**src/rtl/tpd_pkg.sv**
```systemverilog
// ----------------------------------------------------------------------------
// tpd_pkg
// Shared types and constants for the two-phase hold detector.
// ----------------------------------------------------------------------------
package tpd_pkg;

	localparam int TIME_BITS_DEF = 16;

	localparam int unsigned PHASE1_HOLD_RST       = 5000;
	localparam int unsigned PHASE2_HOLD_RST       = 5000;
	localparam int unsigned POLL_INTERVAL_RST     = 10;
	localparam int unsigned FLASH_HALF_PERIOD_RST = 250;

	typedef enum logic [1:0] {
		REG_PHASE1_HOLD       = 2'd0,
		REG_PHASE2_HOLD       = 2'd1,
		REG_POLL_INTERVAL     = 2'd2,
		REG_FLASH_HALF_PERIOD = 2'd3
	} cfg_reg_t;

	typedef enum logic [1:0] {
		ST_IDLE = 2'd0,
		ST_DIV  = 2'd1,
		ST_WAIT = 2'd2
	} tpd_state_t;

	localparam logic CMD_START = 1'b0;

	localparam logic [1:0] COLOR_OFF = 2'd0;
	localparam logic [1:0] COLOR_P1  = 2'd1;
	localparam logic [1:0] COLOR_P2  = 2'd2;

	localparam logic [1:0] DEC_CONTINUE = 2'd0;
	localparam logic [1:0] DEC_SETTINGS = 2'd1;
	localparam logic [1:0] DEC_FULL     = 2'd2;

endpackage

```
**src/rtl/two_phase_hold_detector.sv**
```systemverilog
// ----------------------------------------------------------------------------
// two_phase_hold_detector
// Long-press detector with two timed phases, flashing LED and final decision.
//
//   channel | signals                                  | direction
//   --------+------------------------------------------+----------
//   item    | item_valid item_ready cmd key_held       | in
//   result  | res_valid res_ready led_write led_color  | out
//           | done_res decision                        |
//   config  | cfg_valid cfg_ready cfg_index cfg_data   | in
//
// A flashing tick shows its result after a pass through the divider: the
// elapsed phase time is divided by the half period in a restoring divider, one
// quotient bit per cycle over TIME_BITS+1 bits. Other items go from idle
// straight to the wait state, which loads the output register. item_ready stays
// low until the result has moved into the output register, so no new item is
// taken while the last one is in work, and a result still waiting in the output
// register holds the next one back.
// Reset clears the session state and loads the register defaults.
// ----------------------------------------------------------------------------
module two_phase_hold_detector #(
	parameter int TIME_BITS = tpd_pkg::TIME_BITS_DEF
) (
	input  logic                 clk,
	input  logic                 arst_n,
	input  logic                 item_valid,
	output logic                 item_ready,
	input  logic                 cmd,
	input  logic                 key_held,
	output logic                 res_valid,
	input  logic                 res_ready,
	output logic                 led_write,
	output logic [1:0]           led_color,
	output logic                 done_res,
	output logic [1:0]           decision,
	input  logic                 cfg_valid,
	output logic                 cfg_ready,
	input  tpd_pkg::cfg_reg_t    cfg_index,
	input  logic [TIME_BITS-1:0] cfg_data
);
	import tpd_pkg::*;

	localparam int EW   = TIME_BITS + 1;
	localparam int CNTW = $clog2(EW + 1);

	// configuration
	logic [TIME_BITS-1:0] phase1_hold_q, phase2_hold_q, poll_interval_q, half_period_q;

	// session state
	logic          active_q, sec_q, led_lit_q;
	logic [EW-1:0] elapsed_q;

	// divider
	logic [EW-1:0]        dvd_q;
	logic [TIME_BITS-1:0] rem_q;
	logic [TIME_BITS-1:0] dvs_q;
	logic [CNTW-1:0]      cnt_q;

	// pending result
	logic       p_write_q, p_done_q;
	logic [1:0] p_color_q, p_dec_q;

	// output register
	logic       res_valid_q, led_write_q, done_res_q;
	logic [1:0] led_color_q, decision_q;

	tpd_state_t state_q, state_d;

	logic accept, div_step, res_load;

	// decode of an accepted item
	logic                 n_active, n_sec, n_led, n_write, n_done, n_div;
	logic [1:0]           n_color, n_dec;
	logic [EW-1:0]        n_elapsed, sum;
	logic [EW-1:0]        dur;

	// divider step
	logic [EW-1:0]        trial;
	logic                 ge;
	logic [EW-1:0]        diff;
	logic                 want;

	assign accept    = item_valid && item_ready;
	assign cfg_ready = 1'b1;

	assign sum = elapsed_q + {1'b0, poll_interval_q};
	assign dur = {1'b0, (sec_q ? phase2_hold_q : phase1_hold_q)};

	always_comb begin
		n_active  = active_q;
		n_sec     = sec_q;
		n_led     = led_lit_q;
		n_elapsed = elapsed_q;
		n_write   = 1'b0;
		n_color   = COLOR_OFF;
		n_done    = 1'b0;
		n_dec     = DEC_CONTINUE;
		n_div     = 1'b0;
		if (cmd == CMD_START) begin
			n_active  = 1'b1;
			n_elapsed = '0;
			n_write   = 1'b1;
			if (phase1_hold_q != '0) begin
				n_sec   = 1'b0;
				n_led   = 1'b1;
				n_color = COLOR_P1;
			end else if (phase2_hold_q != '0) begin
				n_sec   = 1'b1;
				n_led   = 1'b1;
				n_color = COLOR_P2;
			end else begin
				n_active = 1'b0;
				n_sec    = 1'b0;
				n_led    = 1'b0;
				n_done   = 1'b1;
				n_dec    = DEC_FULL;
			end
		end else if (active_q) begin
			if (!key_held) begin
				n_active  = 1'b0;
				n_sec     = 1'b0;
				n_led     = 1'b0;
				n_elapsed = '0;
				n_write   = 1'b1;
				n_done    = 1'b1;
				n_dec     = sec_q ? DEC_SETTINGS : DEC_CONTINUE;
			end else if (sum >= dur) begin
				n_elapsed = '0;
				n_write   = 1'b1;
				if (!sec_q && phase2_hold_q != '0) begin
					n_sec   = 1'b1;
					n_led   = 1'b1;
					n_color = COLOR_P2;
				end else begin
					n_active = 1'b0;
					n_sec    = 1'b0;
					n_led    = 1'b0;
					n_done   = 1'b1;
					n_dec    = DEC_FULL;
				end
			end else begin
				n_elapsed = sum;
				n_div     = 1'b1;
			end
		end
	end

	assign trial = {rem_q, dvd_q[EW-1]};
	assign ge    = trial >= {1'b0, dvs_q};
	assign diff  = trial - {1'b0, dvs_q};
	assign want  = !ge;

	// next state
	always_comb begin
		state_d = state_q;
		unique case (state_q)
			ST_IDLE: begin
				if (item_valid) begin
					state_d = n_div ? ST_DIV : ST_WAIT;
				end
			end
			ST_DIV: begin
				if (cnt_q == CNTW'(1)) begin
					state_d = ST_WAIT;
				end
			end
			ST_WAIT: begin
				if (!res_valid_q || res_ready) begin
					state_d = ST_IDLE;
				end
			end
			default: state_d = ST_IDLE;
		endcase
	end

	// control outputs
	always_comb begin
		item_ready = 1'b0;
		div_step   = 1'b0;
		res_load   = 1'b0;
		unique case (state_q)
			ST_IDLE: item_ready = 1'b1;
			ST_DIV:  div_step   = 1'b1;
			ST_WAIT: res_load   = !res_valid_q || res_ready;
			default: ;
		endcase
	end

	always_ff @(posedge clk or negedge arst_n) begin
		if (!arst_n) begin
			state_q         <= ST_IDLE;
			phase1_hold_q   <= TIME_BITS'(PHASE1_HOLD_RST);
			phase2_hold_q   <= TIME_BITS'(PHASE2_HOLD_RST);
			poll_interval_q <= TIME_BITS'(POLL_INTERVAL_RST);
			half_period_q   <= TIME_BITS'(FLASH_HALF_PERIOD_RST);
			active_q        <= 1'b0;
			sec_q           <= 1'b0;
			led_lit_q       <= 1'b0;
			elapsed_q       <= '0;
			cnt_q           <= '0;
			res_valid_q     <= 1'b0;
		end else begin
			state_q <= state_d;
			if (cfg_valid && cfg_ready) begin
				unique case (cfg_index)
					REG_PHASE1_HOLD:       phase1_hold_q   <= cfg_data;
					REG_PHASE2_HOLD:       phase2_hold_q   <= cfg_data;
					REG_POLL_INTERVAL:     poll_interval_q <= cfg_data;
					REG_FLASH_HALF_PERIOD: half_period_q   <= cfg_data;
					default: ;
				endcase
			end
			if (accept) begin
				active_q  <= n_active;
				sec_q     <= n_sec;
				led_lit_q <= n_led;
				elapsed_q <= n_elapsed;
				cnt_q     <= CNTW'(EW);
			end else if (div_step) begin
				cnt_q <= cnt_q - CNTW'(1);
				if (cnt_q == CNTW'(1) && want != led_lit_q) begin
					led_lit_q <= want;
				end
			end
			if (res_load) begin
				res_valid_q <= 1'b1;
			end else if (res_ready) begin
				res_valid_q <= 1'b0;
			end
		end
	end

	// divider datapath and result payload
	always_ff @(posedge clk) begin
		if (accept) begin
			dvd_q     <= sum;
			rem_q     <= '0;
			dvs_q     <= (half_period_q == '0) ? TIME_BITS'(1) : half_period_q;
			p_write_q <= n_write;
			p_color_q <= n_color;
			p_done_q  <= n_done;
			p_dec_q   <= n_dec;
		end else if (div_step) begin
			dvd_q <= {dvd_q[EW-2:0], 1'b0};
			rem_q <= ge ? diff[TIME_BITS-1:0] : trial[TIME_BITS-1:0];
			if (cnt_q == CNTW'(1) && want != led_lit_q) begin
				p_write_q <= 1'b1;
				p_color_q <= want ? (sec_q ? COLOR_P2 : COLOR_P1) : COLOR_OFF;
			end
		end
		if (res_load) begin
			led_write_q <= p_write_q;
			led_color_q <= p_color_q;
			done_res_q  <= p_done_q;
			decision_q  <= p_dec_q;
		end
	end

	assign res_valid = res_valid_q;
	assign led_write = led_write_q;
	assign led_color = led_color_q;
	assign done_res  = done_res_q;
	assign decision  = decision_q;

endmodule

```
**config.mk**
```make
export PLATFORM = sky130hd
export DESIGN_NAME = two_phase_hold_detector
export DESIGN_NICKNAME = d
export VERILOG_FILES = /design/src/rtl/tpd_pkg.sv /design/src/rtl/two_phase_hold_detector.sv
export SDC_FILE = /design/constraint.sdc
export NUM_CORES = 1
export LEC_CHECK = 0
export BUFFER_PORTS_ARGS = -buffer_cell sky130_fd_sc_hd__buf_2
export CORE_ASPECT_RATIO = 0.7
export CORE_MARGIN = 1.5
export CORE_UTILIZATION = 50
export CTS_CLUSTER_DIAMETER = 50
export CTS_CLUSTER_SIZE = 25
export DETAILED_ROUTE_END_ITERATION = 10
export PLACE_DENSITY = 0.67
export SYNTH_ARGS = -nofsm -noshare
export SYNTH_HDL_FRONTEND = slang
export SYNTH_SLANG_ARGS = --single-unit
```
**constraint.sdc**
```tcl
create_clock -name clk -period 5.39 [get_ports clk]
set_input_delay 1.078 -clock clk [delete_from_list [all_inputs] [get_ports clk]]
set_output_delay 1.078 -clock clk [all_outputs]
set_load 0.01 [all_outputs]
```
==> results of run 1 <==
==> cells in the mapped netlist (17+ instances only) <==
cell and instances:
mux2_2 67, nor2_1 26, nand2_1 81, inv_1 30
dfrtp_1 74, ha_1 50, xnor2_1 17, o21ai_0 38
clkbuf_1 31, a21oi_1 29, mux2i_1 31, dfstp_2 18
edfxtp_1 45
==> how the worst min path moves through the flow <==
stage                      start      endpoint  slack, ns  depth (start not counted)
floorplan             p_dec_q[0]   decision[0]       0.40                          0
global placement      p_dec_q[1]   decision[1]       0.40                          0
detailed placement  p_color_q[1]  led_color[1]       0.40                          0
CTS                 p_color_q[1]  led_color[1]       0.42                          0
global route            p_done_q      done_res       0.42                          0
finish              p_color_q[1]  led_color[1]       0.42                          0
==> registers in the layout, indices dropped and copies added (netlist names), 2 cells and up <==
name             cells
cnt_q                5
decision             2
dvd_q               17
dvs_q               16
elapsed_q           17
half_period_q       16
led_color            2
p_color_q            2
p_dec_q              2
phase1_hold_q       16
phase2_hold_q       16
poll_interval_q     16
rem_q               16
state_q              2
==> kinds of logic (layout without fill, tap and decap cells) <==
logic type,count (synthesis),count (layout)
simple gates,197,197
flops,153,153
compound gates,138,138
mux,98,98
buf+inv,67,100
fa+ha+maj,52,52
xor+xnor,26,26
other cells,1,1
==> worst max-delay path, stage by stage, from the launching register on <==
cell,delay [ns]
dfrtp_1,0.38
ha_1,0.24
fa_1,0.43
a211oi_1,0.34
o211ai_2,0.17
a41oi_2,0.32
o21ai_0,0.21
a21o_1,0.22
a21oi_1,0.19
xnor2_1,0.20
ha_1,0.29
nand2_1,0.10
nor3_1,0.06
o41ai_1,0.06
o211ai_1,0.35
or3_1,0.45
and2_1,0.16
a22o_1,0.20
==> cell type report <==
type                       count  area (sq um)  area share (%)
inverter                      30           113            1.25
clock buffer                  23           510            5.67
timing repair buffer          38           208            2.31
sequential                   153          4000            44.4
clock inverter                 9          83.8           0.931
multi-input combinational    512          3840            42.7
tap                          200           250            2.78
==> power groups by stage <==
stage / Combinational [uW] / Sequential [uW] / Clock [uW]
3_5_place_dp: 1420 / 1750 / 0
2_1_floorplan: 1060 / 1680 / 0
4_1_cts: 1430 / 1730 / 1210
3_3_place_gp: 1370 / 1740 / 0
5_1_grt: 1610 / 1760 / 1270
6_report: 1440 / 1730 / 1200
==> through the flow <==
stage / util, % / instance area, sq um / hold slack, ns / cells
floorplan: - / 8100 / 0.400 / 732
global placement: 53.6 / 8410 / 0.402 / 933
detailed placement: 53.6 / 8410 / 0.405 / 933
CTS: 57.4 / 9000 / 0.420 / 965
global route: 57.4 / 9000 / 0.424 / 965
finish: 57.4 / 9000 / 0.418 / 965
==> routing by layer <==
layer,share of wire (%),track usage [%],vias to the layer above
met2,43,33.9,181
met3,5.6,5.83,14
met4,0.97,6.32,0
met1,50,33.9,2857
met5,0,0,-
li1,-,-,2703
==> flow_summary.yaml, run 1 <==
global_routing:
  track_usage_pct: 23.1
  grt_pass1_wl_um: 29600
  antenna_found_initial: 0
  grt_pass1_vias: 5492
  gr-total-overflow: 0
  grt_max_degree: 53
die:
  die_w_um: 155
  coreArea_sq_um: 15700
  num_io_pins: 34
  fp.dieH_um: 110
  start_util_pct: 51.7
  dieArea_sq_um: 17000
  fp-row-count: 38
timing:
  hold_viol: 0
  rsz0062_at_grt: "no"
  worst_pin_slew_ns: 1.23
  finalCritPeriodShare_pct: 83.1
  finClkSkew_ns: 0.00858
  setup_slack_ns: 0.913
  setup_tns_ns: 0
  drv_slew: 0
  min_period_ns: 4.48
  setup_viol_count_final: 0
  maxSlewHeadroom_pct: 17.4
  max_freq_ghz: 0.223
setup_path:
  end_kind: "flop"
  rr_endpoint: "led_lit_q"
  worstPathMaxFanout: 6
  crit_end: "led_lit_q"
  cp-start-kind: "flop"
  ff2ff_path_depth: 17
  crit_required_ns: 5.70
  cp.arrival_ns: 4.79
  r2r_setup_slack_ns: 0.91
  cp-startpoint: "poll_interval_q[0]"
  critPathKind: "flop to flop"
  reg2reg_from: "poll_interval_q[0]"
synth:
  ys.flop_type: "dfrtp_1"
  yosys_warnings: 0
  yosysUniqueCellTypes: 64
  synthXorXnorAreaFrac_pct: 2.81
  synthTopCellsByArea: "dfrtp_1 23%, edfxtp_1 17%, mux2_2 9.3%"
  syn_nets: 809
  synth_top_area_share_pct: 22.9
  async_flop_share_pct: 60.1
  yosys.area_share.simple_pct: 11.8
  synth-edff-count: 45
  yosys-mux-area-fraction_pct: 13.1
  avgSynthCellArea_sq_um: 11.1
  synthCells: 732
  synth_area_sq_um: 8100
  seq_area_frac_synth_pct: 49.3
  synth_top_family_by_area: "multiplexers"
  synth_largest_area_cell: "dfrtp_1"
  synth-compound-area-share_pct: 11.3
  synthAdderAreaFrac_pct: 8.21
  ys_seq_elements: 153
cts:
  clk_path_buf_depth: 2
  cts_buffers: 17
  cts_setup_buffers: 0
  htree_levels: 4
  cts_tree: "done"
  cts_resized: 0
  ctsRootBufferMaster: "clkbuf_16"
  cts_sinks: 153
  ctsHoldBuffers: 0
  path_clk_slew_ns: 0.06
  clock_latency_ns: 0.42
layout:
  area_growth_pct: 11.1
  most-common-layout-cells: "81 x nand2_1, 74 x dfrtp_1, 67 x mux2_2"
  diodes: 0
  drive_gt1_share_pct: 21.4
  final_common_cell: "nand2_1"
  fillers: 1287
  layout.nets: 829
placement:
  port_buffers: 32
  place.gp.congestion: 0.900
  dp_hpwl_um: 13200
  post-place-ws_ns: 0.960
pwr:
  p_sw_uw: 1530
  powerDensity_nw_per_um2: 485
  comb_power_share_pct: 32.9
  switching_share_pct: 34.9
  seqPwrFrac_pct: 39.6
  p_int_uw: 2840
  leakage_uw: 0.00382
  power_uw: 4370
  peakVddDrop_mv: 0.193
  pwr-share-clk_pct: 27.5
routing:
  vias: 5755
  detail-route-antenna-nets: 0
  first_pass_iters: 5
  viasPerCell: 5.96
  wire_per_inst_um: 19.1
  drc: 0
  routed_wl_um: 18400
  drt_iter0_drc: 508
flow_run:
  drv_cap: 0
hold_path:
  min_path_type: "flop to flop"
status:
  status: "finished clean"
No activity file was read; power rests on OpenSTA's default activity.
==> inputs of run 2 (changes only) <==
==> constraint.sdc (replaced) <==
create_clock -name clk -period 4.65 [get_ports clk]
set_input_delay 0.93 -clock clk [delete_from_list [all_inputs] [get_ports clk]]
set_output_delay 0.93 -clock clk [all_outputs]
set_load 0.01 [all_outputs]
==> run 2 against run 1 <==
  * First-iteration DRC count increased by 11%
  * Critical endpoint unchanged
  * Clock power rose by 8%
  * Highest routed layer unchanged
  * Worst setup slack lost 0.54 ns
  * Register-to-register slack lost 0.54 ns
  * Sequential cell count unchanged
  * Via count about the same
  * Combinational power up 22%
  * Utilization is 0.056 points higher
==> flow_summary.yaml, run 2 (synthesis results as in run 1) <==
timing:
  whs_ns: 0.419
  finClkSkew_ns: 0.00771
  maxSlewHeadroom_pct: 33.8
  rsz0062_at_grt: "no"
  hold_viol: 0
  drv_slew: 0
  worst_pin_slew_ns: 0.990
  finalCritPeriodShare_pct: 91.9
  min_period_ns: 4.27
  setup_tns_ns: 0
  max_freq_ghz: 0.234
  setup_viol_count_final: 0
setup_path:
  cp.arrival_ns: 4.59
  end_kind: "flop"
  r2r_setup_slack_ns: 0.38
  critPathKind: "flop to flop"
  critical_path.cell_chain: "ha_1, fa_1, a211oi_2, o211ai_2, a41oi_2, o21ai_0, a21o_1, a21oi_1, xnor2_1, ha_1, nand2_1, nor3_1, o41ai_1, o211ai_1, buf_4, or3_1, and2_1, a22o_1"
  cp_top_family: "compound AO/OA/AOI/OAI gates"
  path_buf_inv: 1
  rr_endpoint: "led_lit_q"
  crit_path_frequent_cell: "ha_1"
  reg2reg_from: "poll_interval_q[0]"
  worstPathMaxFanout: 6
  worst_path_max_delay_cell: "fa_1"
  cp-start-kind: "flop"
  critPathMaxStageDelay_ns: 0.45
  crit_required_ns: 4.97
  ff2ff_path_depth: 18
global_routing:
  grt_pass1_vias: 5649
  antenna_found_initial: 0
  grt_max_degree: 68
  grt_pass1_wl_um: 29700
  track_usage_pct: 23.2
  gr-total-overflow: 0
hold_path:
  min_from: "p_color_q[1]"
  hold_path_depth: 0
  min_path_type: "flop to flop"
  hold-path-endpoint: "led_color[1]"
status:
  status: "finished clean"
layout:
  fillers: 1291
  diodes: 0
  drive_gt1_share_pct: 22.0
  layout.nets: 835
  most-common-layout-cells: "80 x nand2_1, 74 x dfrtp_1, 67 x mux2_2"
  instances_no_fill: 971
  final_common_cell: "nand2_1"
  design_area_sq_um: 9010
  area_growth_pct: 11.2
  largest_registers: "dvd_q (17), elapsed_q (17)"
pwr:
  peakVddDrop_mv: 0.244
  powerDensity_nw_per_um2: 557
  p_int_uw: 3260
  seqPwrFrac_pct: 39.5
  switching_share_pct: 35.1
  power_uw: 5020
  pwr-share-clk_pct: 25.7
  comb_power_share_pct: 34.9
  leakage_uw: 0.00382
  p_sw_uw: 1770
routing:
  first_pass_iters: 5
  vias: 5752
  detail-route-antenna-nets: 0
  drt_iter0_drc: 565
  viasPerCell: 5.92
  routed_wl_um: 18500
  drc: 0
  wire_per_inst_um: 19.0
cts:
  clock_latency_ns: 0.43
  ctsRootBufferMaster: "clkbuf_16"
  path_clk_slew_ns: 0.06
  cts_sinks: 153
  cts_buffers: 17
  clk_path_buf_depth: 2
  ctsHoldBuffers: 0
  htree_levels: 4
  cts_tree: "done"
die:
  fp.dieH_um: 110
  fp-row-count: 38
  start_util_pct: 51.7
  dieArea_sq_um: 17000
  coreArea_sq_um: 15700
  die_w_um: 155
  num_io_pins: 34
placement:
  port_buffers: 32
  dp_hpwl_um: 13300
  postPlaceCellArea_sq_um: 8440
  dp.cells: 937
  place.gp.congestion: 0.884
flow_run:
  drv_cap: 0
run 2: changes by cell type in the layout (fill, tap and decap cells not counted), moves of 2 or more:
| cell | before | now |
|---|---|---|
| buf_4 | 7 | 13 |
| clkbuf_1 | 2 | 4 |
| clkinvlp_4 | 0 | 2 |
| inv_4 | 2 | 0 |
run 2: layout make-up:
class                   count  area (sq um)  area share (%)
flip-flops and latches    153          4000            44.3
multi-input cells         512          3850            42.7
clock buffers              25           507            5.62
repair buffers             44           253            2.80
well taps                 200           250            2.78
inverters                  30           113            1.25
clock inverters             7          43.8           0.486
run 2: power groups by stage:
| stage | combinational, uW | sequential, uW | clock, uW |
|---|---|---|---|
| after CTS | 1710 | 1980 | 1310 |
| after floorplan | 1230 | 1950 | 0 |
| after detailed placement | 1690 | 2000 | 0 |
| final | 1750 | 1980 | 1290 |
| after global routing | 1960 | 2020 | 1370 |
| after global placement | 1620 | 1990 | 0 |
run 2: worst max path at each step:
stage	from	end	slack, ns	cells past startpoint
3_3_place_gp	poll_interval_q[0]	led_lit_q	0.40	17
6_report	poll_interval_q[0]	led_lit_q	0.38	18
2_1_floorplan	poll_interval_q[0]	led_lit_q	0.78	17
4_1_cts	poll_interval_q[0]	elapsed_q[0]	0.12	17
3_5_place_dp	poll_interval_q[0]	led_lit_q	0.24	17
5_1_grt	elapsed_q[0]	elapsed_q[0]	0.02	18
run 2: routing by layer:
| layer | GRT usage, % | up-vias | share of wire, % |
|---|---|---|---|
| met5 | 0 | - | 0 |
| met4 | 9.34 | 0 | 1.7 |
| met3 | 4.65 | 32 | 5.1 |
| met2 | 34.8 | 181 | 43 |
| met1 | 33.2 | 2832 | 50 |
| li1 | - | 2707 | - |
run 2: stage by stage:
| step | worst slack (ns) | utilization [%] |
|---|---|---|
| 4_1_cts | 0.122 | 57.3 |
| 6_report | 0.376 | 57.4 |
| 2_1_floorplan | 0.785 | - |
| 3_5_place_dp | 0.242 | 53.8 |
| 3_3_place_gp | 0.397 | 53.8 |
| 5_1_grt | 0.0198 | 57.4 |
run 2: what timing repair did:
item                       in CTS  in global routing
setup buffers                   0                  2
setup endpoints to repair       0                 22
resized for setup               0                  2
run 2: worst reg2reg max path: cells and delay by family, from the launching register on:
kind	cells	cell delay, ns
buffers and inverters	1	0.19
AND/OR/NAND/NOR	4	0.70
AO/OA/AOI/OAI	9	1.73
adder cells (fa/ha/maj)	3	0.99
XOR/XNOR	1	0.19
flip-flops	1	0.37
